## config.mk

```make
export PLATFORM = sky130hd
export DESIGN_NAME = ipst_ctrl
export DESIGN_NICKNAME = d
export VERILOG_FILES = /design/src/ipst_pkg.sv /design/src/ipst_ctrl.sv
export SDC_FILE = /design/constraint.sdc
export NUM_CORES = 1
export LEC_CHECK = 0
export BUFFER_PORTS_ARGS = -buffer_cell sky130_fd_sc_hd__buf_2
export CORE_AREA = 8 8 45 47
export CTS_BUF_LIST = sky130_fd_sc_hd__clkbuf_4 sky130_fd_sc_hd__clkbuf_8
export DETAILED_ROUTE_END_ITERATION = 7
export DIE_AREA = 0 0 53 55
export PLACE_DENSITY = 0.5
export REMOVE_ABC_BUFFERS = 1
export SLEW_MARGIN = 30
export SYNTH_ARGS = -nofsm -noshare
export SYNTH_HDL_FRONTEND = slang
export SYNTH_SLANG_ARGS = --single-unit
```

## constraint.sdc

```tcl
create_clock -name clk -period 3.2 [get_ports clk]
set_clock_uncertainty 0.15 [all_clocks]
set_input_delay 0.48 -clock clk [delete_from_list [all_inputs] [get_ports clk]]
set_output_delay 0.48 -clock clk [all_outputs]
set_load 0.02 [all_outputs]
```

## src/ipst_pkg.sv

```systemverilog
`timescale 1ns / 1ps
// ----------------------------------------------------------------------------
// ipst_pkg
// Shared types and constants of the hashed IPv4/IPv6 address set.
// ----------------------------------------------------------------------------
package ipst_pkg;

	localparam int ADDR_W  = 64;
	localparam int TOTAL_W = 11;

	typedef enum logic [1:0] {
		KIND_ADD    = 2'd0,
		KIND_DELETE = 2'd1,
		KIND_LOOKUP = 2'd2,
		KIND_FLUSH  = 2'd3
	} kind_t;

	typedef enum logic [1:0] {
		STATUS_DONE    = 2'd0,
		STATUS_PRESENT = 2'd1,
		STATUS_ABSENT  = 2'd2,
		STATUS_FULL    = 2'd3
	} status_t;

	typedef enum logic [2:0] {
		S_CLEAR,
		S_IDLE,
		S_LOCATE,
		S_COMPARE,
		S_FLUSH_RESP
	} state_t;

	// one way of a bucket row
	typedef struct packed {
		logic              valid;
		logic              family;
		logic [ADDR_W-1:0] addr_high;
		logic [ADDR_W-1:0] addr_low;
	} slot_t;

	localparam int SLOT_W = $bits(slot_t);

	typedef struct packed {
		logic in_ready;
		logic hash_step;
		logic rd_en;
		logic commit;
		logic clear_write;
		logic flush_done;
	} ctrl_cmd_t;

	typedef struct packed {
		logic in_fire;
		logic in_flush;
		logic hash_done;
		logic clear_last;
		logic out_free;
	} ctrl_sts_t;

endpackage

```

## src/ipst_ctrl.sv

```systemverilog
`timescale 1ns / 1ps
// ----------------------------------------------------------------------------
// ipst_ctrl
// Sequencer: clear sweep, bucket locate, row compare/write-back, response.
// ----------------------------------------------------------------------------
module ipst_ctrl (
	input  logic                  clk,
	input  logic                  arst_n,
	input  ipst_pkg::ctrl_sts_t   sts,
	output ipst_pkg::ctrl_cmd_t   cmd
);

	ipst_pkg::state_t state_q, state_d;
	logic             flush_pend_q;

	always_ff @(posedge clk or negedge arst_n) begin
		if (!arst_n) begin
			state_q      <= ipst_pkg::S_CLEAR;
			flush_pend_q <= 1'b0;
		end else begin
			state_q <= state_d;
			if (sts.in_fire && sts.in_flush) begin
				flush_pend_q <= 1'b1;
			end else if (cmd.flush_done) begin
				flush_pend_q <= 1'b0;
			end
		end
	end

	always_comb begin
		state_d = state_q;
		unique case (state_q)
			ipst_pkg::S_CLEAR: begin
				if (sts.clear_last) begin
					state_d = flush_pend_q ? ipst_pkg::S_FLUSH_RESP : ipst_pkg::S_IDLE;
				end
			end
			ipst_pkg::S_IDLE: begin
				if (sts.in_fire) begin
					state_d = sts.in_flush ? ipst_pkg::S_CLEAR : ipst_pkg::S_LOCATE;
				end
			end
			ipst_pkg::S_LOCATE: begin
				if (sts.hash_done) begin
					state_d = ipst_pkg::S_COMPARE;
				end
			end
			ipst_pkg::S_COMPARE: begin
				if (sts.out_free) begin
					state_d = ipst_pkg::S_IDLE;
				end
			end
			ipst_pkg::S_FLUSH_RESP: begin
				if (sts.out_free) begin
					state_d = ipst_pkg::S_IDLE;
				end
			end
			default: state_d = ipst_pkg::S_CLEAR;
		endcase
	end

	always_comb begin
		cmd = '0;
		unique case (state_q)
			ipst_pkg::S_CLEAR:      cmd.clear_write = 1'b1;
			ipst_pkg::S_IDLE:       cmd.in_ready    = 1'b1;
			ipst_pkg::S_LOCATE: begin
				cmd.rd_en     = sts.hash_done;
				cmd.hash_step = !sts.hash_done;
			end
			ipst_pkg::S_COMPARE:    cmd.commit      = sts.out_free;
			ipst_pkg::S_FLUSH_RESP: cmd.flush_done  = sts.out_free;
			default:                cmd = '0;
		endcase
	end

endmodule

```

==> results.cfg <==
[layout]
final_cells = 58
fillerInstances = 156
mostFrequentLayoutCells = 12 x buf_2, 4 x dfrtp_1, 3 x nor2_1, 3 x clkbuf_4
fin_nets = 51
drive_above_1_share = 0.500
postLayoutCellArea_um2 = 388
multi_input_area_um2 = 171
area_growth_pct = 29.7
mostFrequentLayoutCell = buf_2
diodes = 0
regArea_um2 = 100

[clocking]
cts_tree = built
cts_resized = 0
root_buffer = clkbuf_4
max-clock-path-buffers = 2
htree_num_levels = 1
cts_sinks = 4
cts_made_buffers = 3
clk_latency_ps = 230
clk_pin_slew_worst_paths_ps = 40

[detailed_routing]
drt_iter0_drc = 6
num_vias = 253
drc = 0
drt_wl_total_um = 677
wire_per_inst_um = 11.7
ant_nets = 0
viasPerCell = 4.36
drtPass1Iterations = 3

[power_and_ir_drop]
netSwitchingFraction = 0.454
ir_worst_vdd_mv = 0.221
power_leakage_uw = 0.000188
net-switching-power_uw = 175
clkPwrFrac = 0.159
powerDensity_mw_per_mm2 = 991
p_int_uw = 210
combPwrFrac = 0.475
power_frac_seq = 0.366

[global_route]
grt_pass1_vias = 249
gr-total-overflow = 0
grt_pass1_wl_um = 1060
groute.usage.overall = 0.0547
antenna_found_initial = 0
grt_max_degree = 12

[floorplanning]
io_pins = 13
die_w_um = 53
die_area_mm2 = 0.00292
die_h_um = 55
core_mm2 = 0.00138
start_util = 0.216
fp-row-count = 14

[synthesis]
ys_warn_count = 0
synthCells = 29
synth.distinct_cells = 20
synth_seq_cells = 4
avgSynthCellArea_um2 = 10.3
synth-seq-area-share = 0.335
netlist_area_um2 = 299

[sta]
setup_tns_ps = 0
slew-limit-headroom = 0.712
hold_violations = 0
fin_ws_ps = 1260
drv_slew = 0
setup_viol = 0
fmax_mhz = 515
tightest_slew_ps = 431
rsz0062_at_grt = no
min_period_ps = 1940
fin_crit_sh = 0.607
holdWs_ps = 359

[placement]
port_buffers = 12
pre_cts_ws_ps = 1510
dpl.hpwl_um = 564
dp.cells = 54
post_dp_cell_area_um2 = 355
place_congestion = 0.694

[worst_setup_path]
cp-start-kind = flip-flop
ff2ff_setup_slack_ps = 1860
ff2ff_path_depth = 3
crit_end = cmd[3]
slowest_stage = dfrtp_1
worst-path-stages = 3
end_kind = primary output
worstReg2RegStart = state_q[1]
cp.arrival_ps = 1310
worstPathRequired_ps = 2570
crit_buf_inv = 1
setup.worst_path.class = reg2out
crit_path_start = state_q[1]
cp_top_family = flip-flops
r2r-end = state_q[0]
cpPeakStageDelay_ps = 600
critPathMaxFanout = 9
crit_chain = nand2b_4, nor3b_1, buf_2

[flow_run]
cap_violations = 0

[outcome]
status = complete, no violations

[worst_hold_path]
hold_class = reg2reg
state kept, by name, indices dropped and copies added (netlist names):
| name | count |
|---|---|
| state_q | 3 |
| flush_pend_q | 1 |
how the worst min path moves through the flow:
stage | from | endpoint | slack (ps) | depth (start not counted)
2_1_floorplan | arst_n | flush_pend_q | 30 | 0
3_3_place_gp | arst_n | state_q[0] | 140 | 1
3_5_place_dp | arst_n | state_q[1] | 140 | 1
4_1_cts | sts[3] | flush_pend_q | 350 | 2
5_1_grt | sts[3] | flush_pend_q | 370 | 2
6_report | flush_pend_q | flush_pend_q | 360 | 1
per-layer routing:
metal | routed length [um] | up-vias | track usage
li1 | - | 131 | -
met5 | 0 | - | 0
met1 | 289 | 112 | 0.0489
met2 | 284 | 10 | 0.0723
met4 | 0 | 0 | 0.0647
met3 | 103 | 0 | 0.0428
power by group through the flow:
stage,clock [uW],combinational (uW),sequential [uW]
5_1_grt,68.6,202,149
2_1_floorplan,0,139,130
3_3_place_gp,0,187,142
6_report,61.0,183,141
4_1_cts,65.5,187,140
3_5_place_dp,0,185,141
logic make-up (layout without fill, tap and decap cells):
family	after synthesis	count (layout)	share of synthesized area
compound gates	6	6	0.192
buf+inv	4	17	0.0920
flops	4	4	0.335
mux	1	1	0.0502
simple gates	14	14	0.330
Yosys cell counts (all sizes together):
library cell	number	share of area
a2111oi	1	0.092
a21oi	2	0.033
a22o	1	0.029
a31oi	1	0.021
and4bb	1	0.042
buf	3	0.079
dfrtp	4	0.33
inv	1	0.013
mux2	1	0.050
nand2	2	0.025
nand2b	1	0.046
nand3	1	0.017
nor2	3	0.038
nor2b	1	0.046
nor3	3	0.067
nor3b	2	0.050
o21ai	1	0.017
through the flow:
stage / power [uW] / util
after floorplan: 269 / -
after global placement: 329 / 0.257
after detailed placement: 326 / 0.257
after CTS: 392 / 0.280
after global routing: 419 / 0.280
final: 384 / 0.280
cell type report:
cell class | instances | area share
tap | 16 | 0.0516
inverter | 1 | 0.00968
sequential | 4 | 0.258
multi-input combinational | 21 | 0.442
clock buffer | 3 | 0.0581
timing repair buffer | 13 | 0.181
timing repair:
action | 4_1_cts | 5_1_grt
hold buffers | 1 | 0
setup buffers | 0 | 0
hold endpoints to repair | 4 | 0
endpoints found under the setup margin | 0 | 0
Power figures use the tool's default switching activity.
